--- config.mk ---
export PLATFORM = sky130hd
export DESIGN_NAME = lbnp_delay
export DESIGN_NICKNAME = d
export VERILOG_FILES = /design/src/rtl/core/lbnp_delay.sv
export SDC_FILE = /design/constraint.sdc
export NUM_CORES = 1
export LEC_CHECK = 0
export ABC_CLOCK_PERIOD_IN_PS = 800
export BUFFER_PORTS_ARGS = -buffer_cell sky130_fd_sc_hd__buf_2
export CORE_MARGIN = 2
export CORE_UTILIZATION = 46
export CTS_BUF_LIST = sky130_fd_sc_hd__clkbuf_16
export DETAILED_ROUTE_END_ITERATION = 12
export GPL_ROUTABILITY_DRIVEN = 0
export GPL_TIMING_DRIVEN = 0
export PLACE_DENSITY = 0.73
export SKIP_LAST_GASP = 1
export SLEW_MARGIN = 30
export SYNTH_ARGS = -nofsm -noshare
export SYNTH_HDL_FRONTEND = slang
export SYNTH_SLANG_ARGS = --single-unit
--- constraint.sdc ---
create_clock -name clk -period 0.8 [get_ports clk]
set_clock_uncertainty 0.2 [all_clocks]
set_input_delay 0.24 -clock clk [delete_from_list [all_inputs] [get_ports clk]]
set_output_delay 0.24 -clock clk [all_outputs]
set_load 0.02 [all_outputs]
--- src/rtl/core/lbnp_delay.sv ---
`timescale 1ns / 1ps
`default_nettype none

module lbnp_delay #(
  parameter int W = 8,
  parameter int N = 4
) (
  input  wire logic         clk,
  input  wire logic         en,
  input  wire logic [W-1:0] d,
  output logic      [W-1:0] q
);

  logic [W-1:0] line [N];

  always_ff @(posedge clk) begin
    if (en) begin
      line[0] <= d;
      for (int i = 1; i < N; i++) begin
        line[i] <= line[i-1];
      end
    end
  end

  assign q = line[N-1];

endmodule

`default_nettype wire

==> impl_results.md <==
- Outcome: complete, but fails checks
- Violated checks: negative hold slack, negative setup slack
- H-tree depth: 2
- Max-cap viol count: 0
- Largest Register: line
- Initial cell density of the core: 0.490
- Post-Syn Nets: 42
- Yosys top cell area share: 1.00
- WL final: 982 microns
- Area Growth Syn to Fin: 27.5%
- Period utilization: 1.54
- Critical path type: reg -> out
- DR vias: 378
- Worst Setup End Kind: primary output
- Initial antenna violation count: 0
- Worst-path clk slew: 0.05 ns
- Via-to-Cell Ratio: 4.55
- Netlist Area Pre-Place: 961 sq um
- Int Power: 3120 uW
- GRT overflow: 0
- Setup-failing EPs final: 30
- Critical path launch point: line[3][4]
- Critical path's top delay family: flip-flops
- DRT antenna net count: 0
- Crit path required time: 0.36 ns
- CP Launch Type: register
- Top Registers: line: 32 flops
- Root Buffer: clkbuf_16
- Top sig layer: met4
- Seq/Total Area, Yosys: 1.00
- Synth Area in Simple Gates: 0
- Pwr Density: 3080 mW/mm^2
- Fin. Hold Viols: 8
- WHS: -0.0538 ns
- Placed cell count: 76
- Dominant cell type by area after synthesis: edfxtp_1
- Switching share of power: 0.173
- Avg Cell Area, Syn: 30.0 sq um
- Initial DRC count: 6
- Worst-Skew Late Latency: 0.27 ns
- Min-delay src: d[1]
- Gate Count Post-Synth: 32
- Postcts setup bufs: 0
- CP arrival: 0.79 ns
- Detailed Routing Iterations Pass 1: 3
- Fin crit period: 1.23 ns
- Worst min path class: in -> reg
- Compound-Gate Fraction of Synth Area: 0
- Yosys cell types: 1
- Net load switching power: 654 uW
- Worst vdd ir: 1850 uV
- Critical path buffer and inverter count: 1
- Placeable Area: 0.00196 sq mm
- Mux contribution to synthesized area: 0
- Adder and majority gate portion of the synthesized area: 0
- Drt drc: 0
- CTS sink cnt: 32
- Wire length on met2: 447 microns
- Top post-synthesis cells by area: edfxtp_1
- WL/cell: 11.8 microns
- Synth Register Bits: 32
- Synth Area in XOR/XNOR: 0
- Antenna Cells: 0
- RR Startpoint: line[2][4]
- Fin. max-slew vios: 0
- Setup ws final: -0.429 ns
- Largest net degree at the start of global routing: 33
- CTS tree: done
- Relative slew slack: 0.816
- Register area: 961 sq um
- Cell Chain, Critical Path: buf_2
- First-pass GRT wire length: 1590 microns
- Synth Warn #: 0
- Width of the die: 49.7 microns
- Routed length on met1: 368 microns
- Multi-input gate area: 0 sq um
- CTS Buf Count: 5
- Combinational power share: 0.028
- Finished layout cell area: 0.00122 sq mm
- Critical path fanouts, max: 1
- Crit-path max cell delay: 0.36 ns
- Clock share of power: 0.441
- Worst-path cell with the longest stage delay: edfxtp_1
- Max Freq: 0.813 GHz
- Port buffer count: 17
- Share of cells above drive strength 1: 0.393
- Num rows: 16
- Multi-Input Combinational: 0
- Unrepaired setup endpoints after global routing: yes
- Reg power frac: 0.531
- Clock Path Buffers: 2
- I/O Pins: 18
- Met3 routed wirelength: 98 microns
- Placed Area: 0.00108 sq mm
- Die Area: 0.00247 sq mm
- Nets: 66
- Static Leak: 0.000449 uW
- Die height: 49.7 microns
- Non-filler cells in the finished layout: 83
- Measured slew at the worst slew-check pin: 0.276 ns
- Gr usage total: 0.103
- Final Power: 3780 uW
- Layout fillers: 158
- Max FFs per register: 32
- Pre-CTS setup slack: -0.561 ns
- Number of global-route vias before repair: 366
[power groups by stage]
| stage | Combinational [uW] | Clock, uW | Sequential [uW] |
|---|---|---|---|
| floorplan | 0 | 0 | 2060 |
| global placement | 96.9 | 0 | 2030 |
| detailed placement | 99.7 | 0 | 2040 |
| CTS | 103 | 1710 | 2010 |
| global route | 114 | 1780 | 2010 |
| finish | 105 | 1660 | 2010 |
[Yosys cell counts (all sizes together)]
cell and instances:
edfxtp 32
[layout by cell type (no fill, tap or decap)]
cell        n
buf_6       2
clkinv_1    2
clkbuf_16   5
edfxtp_1   32
buf_2      15
[final cells by class]
cell class,instances,share of cell area
Sequential cell,32,0.784
Clock inverter,2,0.00613
Tap cell,27,0.0276
Clock buffer,5,0.102
Timing Repair Buffer,17,0.0797
[per-layer routing]
layer	GRT usage	vias up
li1	-	175
met1	0.103	174
met2	0.131	20
met3	0.0545	9
met4	0.139	0
met5	0	-
[per-stage QoR]
step                 util  setup TNS (ns)
CTS                 0.621           -3.75
finish              0.624           -3.57
detailed placement  0.550          -19.27
global placement    0.550          -18.03
global route        0.624           -4.13
floorplan               -          -0.716
[path summary, 6_finish.rpt]
kind,endpoint,slack [ns],cells after the start
max reg2reg,line[3][4],-0.03,0
min reg2reg,line[1][3],0.22,0
max,q[4],-0.43,1
min,line[0][1],-0.05,1
[cells by family after synthesis]
group and count (synthesis):
flip-flops 32
[repair_timing]
action / 4_1_cts / 5_1_grt
gates resized for setup: 2 / 2
endpoints found under the hold margin: 8 / 8
cloned: 0 / 0
pin swaps: 0 / 0
endpoints found under the setup margin: 62 / 32
Power figures use the tool's default switching activity.
