==> src/rtl/core/lbnp_pkg.sv <==
`timescale 1ns / 1ps
`default_nettype none

package lbnp_pkg;

  // Register indexes of the configuration port.
  localparam logic [2:0] REG_INTENSITY_GAIN = 3'd0;
  localparam logic [2:0] REG_RANGE_MIN      = 3'd1;
  localparam logic [2:0] REG_RANGE_MAX      = 3'd2;
  localparam logic [2:0] REG_PIXEL_SCALE    = 3'd3;
  localparam logic [2:0] REG_ORIGIN_X       = 3'd4;
  localparam logic [2:0] REG_ORIGIN_Y       = 3'd5;
  localparam logic [2:0] REG_ANGLE_START    = 3'd6;
  localparam logic [2:0] REG_ANGLE_STEP     = 3'd7;

  // One square root cell resolves one root bit; the radicand is range << 32.
  localparam int SQ_STEPS = 24;
  // Cells that still consume radicand bits from the range itself.
  localparam int SQ_RANGE_PAIRS = 8;

  // Sine polynomial coefficients, Q30.
  localparam logic [31:0] SIN_C0 = 32'd1686629713;
  localparam logic [31:0] SIN_C1 = 32'd693598669;
  localparam logic [31:0] SIN_C2 = 32'd85569306;
  localparam logic [31:0] SIN_C3 = 32'd5026996;
  localparam logic [30:0] SIN_C4 = 31'd172272;

  localparam int SIN_LAT = 7;

  typedef struct packed {
    logic [25:0] rem;
    logic [23:0] root;
    logic [15:0] range_mm;
  } sq_cell_t;

endpackage

`default_nettype wire

==> src/rtl/core/lbnp_sqrt_cell.sv <==
`timescale 1ns / 1ps
`default_nettype none

module lbnp_sqrt_cell #(
  parameter int IDX = 0
) (
  input  wire logic              clk,
  input  wire logic              en,
  input  wire lbnp_pkg::sq_cell_t din,
  output lbnp_pkg::sq_cell_t      dout
);

  import lbnp_pkg::*;

  logic [1:0]  pair;
  logic [27:0] trial;
  logic [27:0] sub;

  // The lower 32 radicand bits are zero, so later cells shift in zeros.
  generate
    if (IDX < SQ_RANGE_PAIRS) begin : g_pair
      assign pair = din.range_mm[15-2*IDX -: 2];
    end else begin : g_zero
      assign pair = 2'b00;
    end
  endgenerate

  assign trial = {din.rem, pair};
  assign sub   = {2'b00, din.root, 2'b01};

  always_ff @(posedge clk) begin
    if (en) begin
      dout.range_mm <= din.range_mm;
      if (trial >= sub) begin
        dout.rem  <= 26'(trial - sub);
        dout.root <= {din.root[22:0], 1'b1};
      end else begin
        dout.rem  <= trial[25:0];
        dout.root <= {din.root[22:0], 1'b0};
      end
    end
  end

endmodule

`default_nettype wire

==> config.mk <==
export PLATFORM = sky130hd
export DESIGN_NAME = lbnp_sqrt_cell
export DESIGN_NICKNAME = d
export VERILOG_FILES = /design/src/rtl/core/lbnp_pkg.sv /design/src/rtl/core/lbnp_sqrt_cell.sv
export SDC_FILE = /design/constraint.sdc
export NUM_CORES = 1
export LEC_CHECK = 0
export BUFFER_PORTS_ARGS = -buffer_cell sky130_fd_sc_hd__buf_2
export CAP_MARGIN = 40
export CELL_PAD_IN_SITES_DETAIL_PLACEMENT = 0
export CELL_PAD_IN_SITES_GLOBAL_PLACEMENT = 1
export CORE_MARGIN = 5
export CORE_UTILIZATION = 28
export DETAILED_ROUTE_END_ITERATION = 10
export PLACE_DENSITY_LB_ADDON = 0.08
export SLEW_MARGIN = 0
export SYNTH_ARGS = -nofsm -noshare
export SYNTH_HDL_FRONTEND = slang
export SYNTH_SLANG_ARGS = --single-unit
==> constraint.sdc <==
create_clock -name clk -period 5.94 [get_ports clk]
set_clock_uncertainty 0.1 [all_clocks]
set_input_delay 0.594 -clock clk [delete_from_list [all_inputs] [get_ports clk]]
set_output_delay 0.594 -clock clk [all_outputs]
set_load 0.05 [all_outputs]
==> out/qor.yml, run 1 <==
status:
  status: "finished clean"
finish:
  drive_gt1_share_pct: 38.6
  largest_reg_flops: 66
  multi_input_area_um2: 1660
  design_area_um2: 4960
  instances_no_fill: 636
  top_register: "dout"
  largestRegisters: "dout: 66 flops"
  fillerInstances: 1359
  regArea_um2: 1980
  synthToLayoutAreaGrowth_pct: 30.2
  fin_nets: 548
job:
  drv_cap: 0
critical_path:
  crit_start: "din[16]"
  path_max_fanout: 15
  arrival_ps: 3210
  required_ps: 5920
  timing.critical_path.to_type: "flip-flop"
  worst_setup_path_start_kind: "input port"
  critPathKind: "in -> reg"
cts:
  post_cts_buffers: 0
  cts-root-buf: "clkbuf_16"
  h-tree-depth: 3
  postCtsHoldBufs: 0
  cts_buffers: 9
  cts.sink_count: 66
  cts_resized: 0
  cts_tree: "built"
  cts.clk_slew.worst_paths_ps: 60
  clock_path_buffers: 2
synthesis:
  yosysMostFrequentCell: "edfxtp_1"
  yosys_warnings: 0
  synth_common_cells: "edfxtp_1, inv_1, ha_1"
  avgSynthCellArea_um2: 12.2
  ys.flop_type: "edfxtp_1"
  yosys.area.top_type: "edfxtp_1"
  synth_nets: 406
  async_flop_share_pct: 0
  ys_seq_area_share_pct: 52.1
  synth_top_area_share_pct: 52.1
  netlist_instances: 312
  synth_edf_count: 66
  synthTopCellsByArea: "edfxtp_1, ha_1, mux2_4"
  synth_cell_types: 48
  synth_seq_cells: 66
  syn_area_um2: 3810
floorplan:
  dieArea_um2: 16000
  rows: 42
  initial_core_util_pct: 28.6
  die_w_um: 127
  pin_count: 134
  core_area_um2: 13300
  die_y_um: 127
placed_design:
  place.gp.congestion: 0.782
  dp_cells: 619
  placed_cell_area_um2: 4690
  dp_worst_setup_slack_ps: 2330
  dp_hpwl_mm: 7.22
  port_buffers: 133
power:
  ir_drop_uv: 143
  leakagePower_uw: 0.00225
  power_density_nw_per_um2: 312
worst_hold_path:
  hold_start: "din[7]"
  hold_path.class: "in -> reg"
routing:
  postRouteAntennaNets: 0
  wl_met2_mm: 4.02
  drt-initial-drc-count: 98
  drt_wl_total_mm: 9.22
  via_count: 2821
  drt-pass1-iter-count: 4
  via_per_inst: 4.44
  topRoutingLayerUsed: "met4"
  dr_wl_met3_um: 592
  wire_per_inst_um: 14.5
  drc: 0
  wl_met1_mm: 4.43
sta:
  min_period_ps: 3230
  min_period_over_period_pct: 54.4
  slew_headroom_pct: 59.1
  hold_ws_ps: 337
  setup_viol: 0
  finalSetupTns_ps: 0
  slew_viol_final: 0
  tightest_slew_ps: 611
  hold_viol_final: 0
  grt_setup_unrepaired: "no"
  fmax_mhz: 310
  worst_slack_ps: 2710
grt:
  grt_usage_pct: 11.8
  grt_pass1_vias: 2927
  grt_max_degree: 43
  antenna_found_initial: 0
  grt_pass1_wl_mm: 14.9
  grt_overflow_total: 0
[per-stage QoR]
stage / utilization (%) / total power, uW
floorplan: - / 969
global placement: 34.9 / 1090
detailed placement: 35.3 / 1090
CTS: 37.3 / 1580
global route: 37.3 / 1630
finish: 37.3 / 1550
[report_power, final]
group	total, uW	internal (uW)	switching, uW
combinational	485	160	325
clock	474	276	197
sequential	590	578	11.1
total	1550	1010	534
[cell families after synthesis]
| logic type | count (synthesis) | share of synthesized area, % |
|---|---|---|
| multiplexers | 24 | 8.61 |
| buffers and inverters | 34 | 4.27 |
| AND/OR/NAND/NOR | 67 | 8.65 |
| AO/OA/AOI/OAI | 72 | 12.6 |
| adder cells (fa/ha/maj) | 26 | 8.55 |
| flip-flops | 66 | 52.1 |
| XOR/XNOR | 23 | 5.29 |
[worst paths after layout]
check	slack [ps]	cells past startpoint	end
worst max-delay path	2710	12	dout[52]
worst min-delay path	340	1	dout[7]
[cell usage in the layout (no fill, tap or decap), types with 6 or more instances in the layout]
| master | netlist | layout |
|---|---|---|
| buf_2 | 2 | 132 |
| edfxtp_1 | 66 | 66 |
| inv_1 | 30 | 30 |
| ha_1 | 26 | 26 |
| nand2_1 | 21 | 21 |
| a21oi_1 | 21 | 21 |
| nor2_1 | 16 | 16 |
| mux2_4 | 16 | 16 |
| o21ai_0 | 15 | 15 |
| xnor2_1 | 13 | 13 |
| xor2_1 | 10 | 10 |
| clkbuf_16 | 0 | 9 |
| a21o_1 | 6 | 6 |
| nor3_1 | 6 | 6 |
| a211oi_1 | 6 | 6 |
| mux2_2 | 6 | 6 |
[worst max-delay path: stages]
cell	delay (ps)
buf_2	90
inv_1	40
ha_1	370
nand2b_1	110
a211o_1	300
a21oi_2	190
o211ai_2	120
a31oi_2	230
nor2_2	90
o21ai_4	520
buf_16	250
mux2_4	310
[final cells by class]
class / instances / area share, %
sequential: 66 / 40.0
antenna: 1 / 0.0505
tap: 176 / 4.44
inverter: 30 / 2.27
clock buffer: 9 / 4.54
multi-input combinational: 212 / 33.5
timing repair buffer: 135 / 14.4
clock inverter: 7 / 0.732
[routing by layer]
layer / track usage [%] / vias up
li1: - / 1437
met1: 16.2 / 1293
met2: 17.2 / 82
met3: 3.32 / 9
met4: 5.30 / 0
met5: 0 / -
No activity file was read; power rests on OpenSTA's default activity.
==> run 2: changes to the inputs <==
Clock period 5.94 ns to 3.3 ns, I/O delays scaled along.
==> out/qor.yml, run 2 (same netlist as run 1, synthesis figures left out) <==
cts:
  cts.clk_slew.worst_paths_ps: 50  # was 60 ps
  post_cts_buffers: 0  # unchanged
  postCtsHoldBufs: 0  # unchanged
  clock_path_buffers: 2  # unchanged
  cts_tree: "built"  # unchanged
  cts_resized: 0  # unchanged
  cts-root-buf: "clkbuf_16"  # unchanged
  cts_buffers: 9  # unchanged
  h-tree-depth: 3  # unchanged
  cts.sink_count: 66  # unchanged
power:
  power_density_nw_per_um2: 587  # was 312 nW/um2
  leakagePower_uw: 0.00228  # was 0.00225 uW
  ir_drop_uv: 282  # was 143 uV
worst_hold_path:
  hold_path.class: "in -> reg"  # unchanged
  hold_start: "din[13]"  # was din[7]
  hold_path_depth: 1  # unchanged
  holdPathEnd: "dout[13]"  # was dout[7]
finish:
  fin_nets: 550  # was 548
  final_core_util_pct: 37.7  # was 37.3%
  largestRegisters: "dout: 66 flops"  # unchanged
  largest_reg_flops: 66  # unchanged
  fillerInstances: 1364  # was 1,359
  top_register: "dout"  # unchanged
  drive_gt1_share_pct: 39.0  # was 38.6%
  layout.cells.most_common_list: "buf_2, edfxtp_1, inv_1"  # unchanged
  design_area_um2: 5010  # was 4960 um2
  n_antenna_cell: 0  # was 1
  mostFrequentLayoutCell: "buf_2"  # unchanged
  synthToLayoutAreaGrowth_pct: 31.6  # was 30.2%
critical_path:
  max_stage_delay_ps: 370  # was 520 ps
  worst_setup_path_start_kind: "input port"  # unchanged
  path_max_fanout: 26  # was 15
  critPathKind: "in -> reg"  # unchanged
  critPathBufInv: 3  # unchanged
  required_ps: 3280  # was 5920 ps
  timing.critical_path.to_type: "flip-flop"  # unchanged
  arrival_ps: 2630  # was 3210 ps
  cp_top_family: "compound AO/OA/AOI/OAI gates"  # unchanged
  slowest_stage: "ha_1"  # was o21ai_4
  path_cells: "buf_2 > inv_1 > ha_1 > and4_1 > o21ai_1 > a21oi_2 > o211ai_2 > a31oi_2 > nor2_2 > o21ai_4 > buf_12 > mux2_2"  # was buf_2 > inv_1 > ha_1 > nand2b_1 > a211o_1 > a21oi_2 > o211ai_2 > a31oi_2 > nor2_2 > o21ai_4 > buf_16 > mux2_4
grt:
  grt_pass1_vias: 2949  # was 2,927
  grt_max_degree: 43  # unchanged
  antenna_found_initial: 0  # unchanged
  grt_pass1_wl_mm: 15.0  # was 14.9 mm
  grt_usage_pct: 11.9  # was 11.8%
  grt_overflow_total: 0  # unchanged
floorplan:
  die_y_um: 127  # unchanged
  initial_core_util_pct: 28.6  # unchanged
  rows: 42  # unchanged
  die_w_um: 127  # unchanged
  core_area_um2: 13300  # unchanged
  dieArea_um2: 16000  # unchanged
  pin_count: 134  # unchanged
routing:
  via_per_inst: 4.46  # was 4.44
  drt_wl_total_mm: 9.29  # was 9.22 mm
  postRouteAntennaNets: 0  # unchanged
  via_count: 2843  # was 2,821
  drc: 0  # unchanged
  wire_per_inst_um: 14.6  # was 14.5 um
  drt-pass1-iter-count: 5  # was 4
  drt-initial-drc-count: 91  # was 98
placed_design:
  port_buffers: 133  # unchanged
  placed_cell_area_um2: 4700  # was 4690 um2
  place.gp.congestion: 0.783  # was 0.782
  dp_hpwl_mm: 7.27  # was 7.22 mm
job:
  drv_cap: 0  # unchanged
sta:
  slew_headroom_pct: 69.9  # was 59.1%
  slew_viol_final: 0  # unchanged
  tightest_slew_ps: 445  # was 611 ps
  grt_setup_unrepaired: "no"  # unchanged
  setup_viol: 0  # unchanged
  min_period_over_period_pct: 80.3
  finalSetupTns_ps: 0  # unchanged
  fmax_mhz: 378
  hold_ws_ps: 70.8  # was 337 ps
  hold_viol_final: 0  # unchanged
  min_period_ps: 2650
status:
  status: "finished clean"  # unchanged
[run 2: cell types whose count changed in the layout (fill, tap and decap cells not counted), sizes merged]
| cell | change |
|---|---|
| clkinvlp | -1 |
| clkinv | -2 |
| clkbuf | +1 |
| buf | +2 |
| diode | -1 |
| bufinv | +2 |
[run 2: final cells by class]
class                      instances  area [um2]  area share (%)
tap                              176         220            4.40
multi-input combinational        212        1660            33.2
timing repair buffer             137         723            14.4
clock buffer                      10         229            4.57
clock inverter                     6        81.3            1.62
inverter                          30         113            2.25
sequential                        66        1980            39.6
[run 2: how the worst max path moves through the flow]
stage / from / end / slack [ps] / cells past startpoint
2_1_floorplan: din[16] / dout[48] / 610 / 11
3_3_place_gp: din[23] / dout[47] / 320 / 12
3_5_place_dp: din[23] / dout[45] / 250 / 12
4_1_cts: din[23] / dout[45] / 600 / 12
5_1_grt: din[23] / dout[45] / 470 / 12
6_report: din[23] / dout[45] / 650 / 12
[run 2: metrics by stage]
stage	worst slack [ps]	total power [uW]	std cells
floorplan	609	1740	312
global placement	317	1960	620
detailed placement	251	1960	621
CTS	603	3000	637
global route	468	3100	637
finish	652	2940	637
[run 2: where the power goes]
group | switching (uW) | internal, uW
clock network | 349 | 655
registers | 20.1 | 1040
logic | 586 | 289
total | 955 | 1990
[run 2: layer usage]
metal | up-vias | track usage, % | wire (um)
met5 | - | 0 | 0
met4 | 0 | 4.54 | 161
met3 | 11 | 4.08 | 655
met2 | 93 | 18.8 | 4170
met1 | 1300 | 14.9 | 4300
li1 | 1439 | - | -
==> run 3: changes to the inputs <==
Clock period 3.3 ns to 2.3 ns, I/O delays scaled along.
==> out/qor.yml, run 3 (same netlist as run 1, synthesis figures left out) <==
routing:
  wire_per_inst_um: 13.7  # was 14.6 um
  via_per_inst: 4.39  # was 4.46
  via_count: 3344  # was 2,843
  topRoutingLayerUsed: "met4"  # unchanged
  postRouteAntennaNets: 0  # unchanged
  drt-pass1-iter-count: 6  # was 5
  dr_wl_met3_um: 683  # was 655 um
  wl_met1_mm: 4.81  # was 4.30 mm
  drt-initial-drc-count: 90  # was 91
  wl_met2_mm: 4.80  # was 4.17 mm
  drt_wl_total_mm: 10.5  # was 9.29 mm
  drc: 0  # unchanged
cts:
  cts.clk_slew.worst_paths_ps: 60  # was 50 ps
  clock_path_buffers: 2  # unchanged
  cts_buffers: 9  # unchanged
  cts-root-buf: "clkbuf_16"  # unchanged
  h-tree-depth: 3  # unchanged
  cts_tree: "built"  # unchanged
  cts.sink_count: 66  # unchanged
critical_path:
  worst-path-stages: 13  # was 12
  path_max_fanout: 7  # was 26
  required_ps: 2280  # was 3280 ps
  arrival_ps: 2320  # was 2630 ps
  worst_setup_path_start_kind: "input port"  # unchanged
  critPathKind: "in -> reg"  # unchanged
  timing.critical_path.to_type: "flip-flop"  # unchanged
  slowest_stage: "mux2_4"  # was ha_1
  path_cells: "buf_12 > inv_12 > ha_4 > nand2b_4 > a211o_1 > a21oi_2 > o211ai_2 > a31oi_2 > nor2_2 > o21ai_4 > buf_12 > buf_12 > mux2_4"  # was buf_2 > inv_1 > ha_1 > and4_1 > o21ai_1 > a21oi_2 > o211ai_2 > a31oi_2 > nor2_2 > o21ai_4 > buf_12 > mux2_2
  cp_top_family: "compound AO/OA/AOI/OAI gates"  # unchanged
  max_stage_delay_ps: 300  # was 370 ps
  critPathBufInv: 4  # was 3
  crit_path_frequent_cell: "buf_12"
finish:
  fillerInstances: 1252  # was 1,364
  design_area_um2: 6420  # was 5010 um2
  multi_input_area_um2: 1910  # was 1660 um2
  layout.cells.most_common_list: "buf_2, buf_4, edfxtp_1"  # was buf_2, edfxtp_1, inv_1
  mostFrequentLayoutCell: "buf_2"  # unchanged
  synthToLayoutAreaGrowth_pct: 68.7  # was 31.6%
  fin_nets: 675  # was 550
  regArea_um2: 1980  # unchanged
  largestRegisters: "dout: 66 flops"  # unchanged
  largest_reg_flops: 66  # unchanged
  drive_gt1_share_pct: 52.4  # was 39.0%
  top_register: "dout"  # unchanged
  n_antenna_cell: 0  # unchanged
placed_design:
  port_buffers: 133  # unchanged
  dp_hpwl_mm: 7.89  # was 7.27 mm
  place.gp.congestion: 0.784  # was 0.783
  placed_cell_area_um2: 5410  # was 4700 um2
sta:
  hold_viol_final: 0  # unchanged
  worst_slack_ps: -41.2  # was 652 ps
  hold_ws_ps: 75.6  # was 70.8 ps
  tightest_slew_ps: 428  # was 445 ps
  grt_setup_unrepaired: "yes"  # was no
  setup_viol: 16  # was 0
  min_period_ps: 2340
  fmax_mhz: 427
  slew_headroom_pct: 71.0  # was 69.9%
  slew_viol_final: 0  # unchanged
  min_period_over_period_pct: 102
grt:
  grt_max_degree: 40  # was 43
  grt_usage_pct: 13.2  # was 11.9%
  grt_pass1_vias: 3477  # was 2,949
  antenna_found_initial: 0  # unchanged
  grt_overflow_total: 0  # unchanged
  grt_pass1_wl_mm: 17.1  # was 15.0 mm
floorplan:
  pin_count: 134  # unchanged
  die_y_um: 127  # unchanged
  rows: 42  # unchanged
  die_w_um: 127  # unchanged
  dieArea_um2: 16000  # unchanged
  initial_core_util_pct: 28.6  # unchanged
  core_area_um2: 13300  # unchanged
job:
  drv_cap: 0  # unchanged
status:
  status: "finished with violations"  # was finished clean
  violations: "negative setup slack"
power:
  leakagePower_uw: 0.00296  # was 0.00228 uW
  ir_drop_uv: 401  # was 282 uV
  power_density_nw_per_um2: 710  # was 587 nW/um2
worst_hold_path:
  hold_path.class: "in -> reg"  # unchanged
  hold_path_depth: 2  # was 1
[run 3: changes by cell type in the layout (fill, tap and decap cells not counted), moves of 7 or more]
| cell | before | now |
|---|---|---|
| ha_4 | 0 | 11 |
| buf_4 | 3 | 87 |
| dlygate4sd3_1 | 0 | 36 |
| ha_1 | 26 | 13 |
| buf_2 | 132 | 124 |
| buf_6 | 0 | 7 |
[run 3: per-stage QoR]
stage                     setup slack [ps]  cells  setup TNS (ps)  utilization [%]  power, uW
after floorplan                       -168    312           -3010                -       2530
after global placement                -475    699          -10030             40.7       3000
after detailed placement              -484    699           -9980             40.7       3010
after CTS                            -68.7    756            -381             46.6       4570
after global routing                  -151    762           -2580             48.3       4790
final                                -41.2    762            -447             48.3       4560
[run 3: path summary, 6_finish.rpt]
check / slack (ps) / startpoint / end
setup / recovery: -40 / din[16] / dout[52]
hold / removal: 80 / din[30] / dout[31]
[run 3: repair_timing]
action                                 4_1_cts  5_1_grt
resized for setup                           18       35
setup buffers                                4        7
hold buffers                                36        0
endpoints found under the hold margin       36        0
setup endpoints to repair                   22       26
gates cloned                                 1        0
pin swaps                                    3        8
[run 3: per-layer routing]
layer,global-route usage (%),up-vias
met3,3.11,9
li1,-,1691
met1,16.9,1542
met5,0,-
met4,5.68,0
met2,21.4,102
[run 3: layout make-up]
class                      count  area share, %
sequential                    66           30.9
multi-input combinational    212           29.7
timing repair buffer         262           29.2
clock buffer                  10           3.57
tap                          176           3.43
inverter                      30           1.95
clock inverter                 6           1.27
[run 3: where the power goes]
group / internal [uW] / switching, uW
combinational: 674 / 919
sequential: 1490 / 30.7
clock: 941 / 499
total: 3110 / 1450
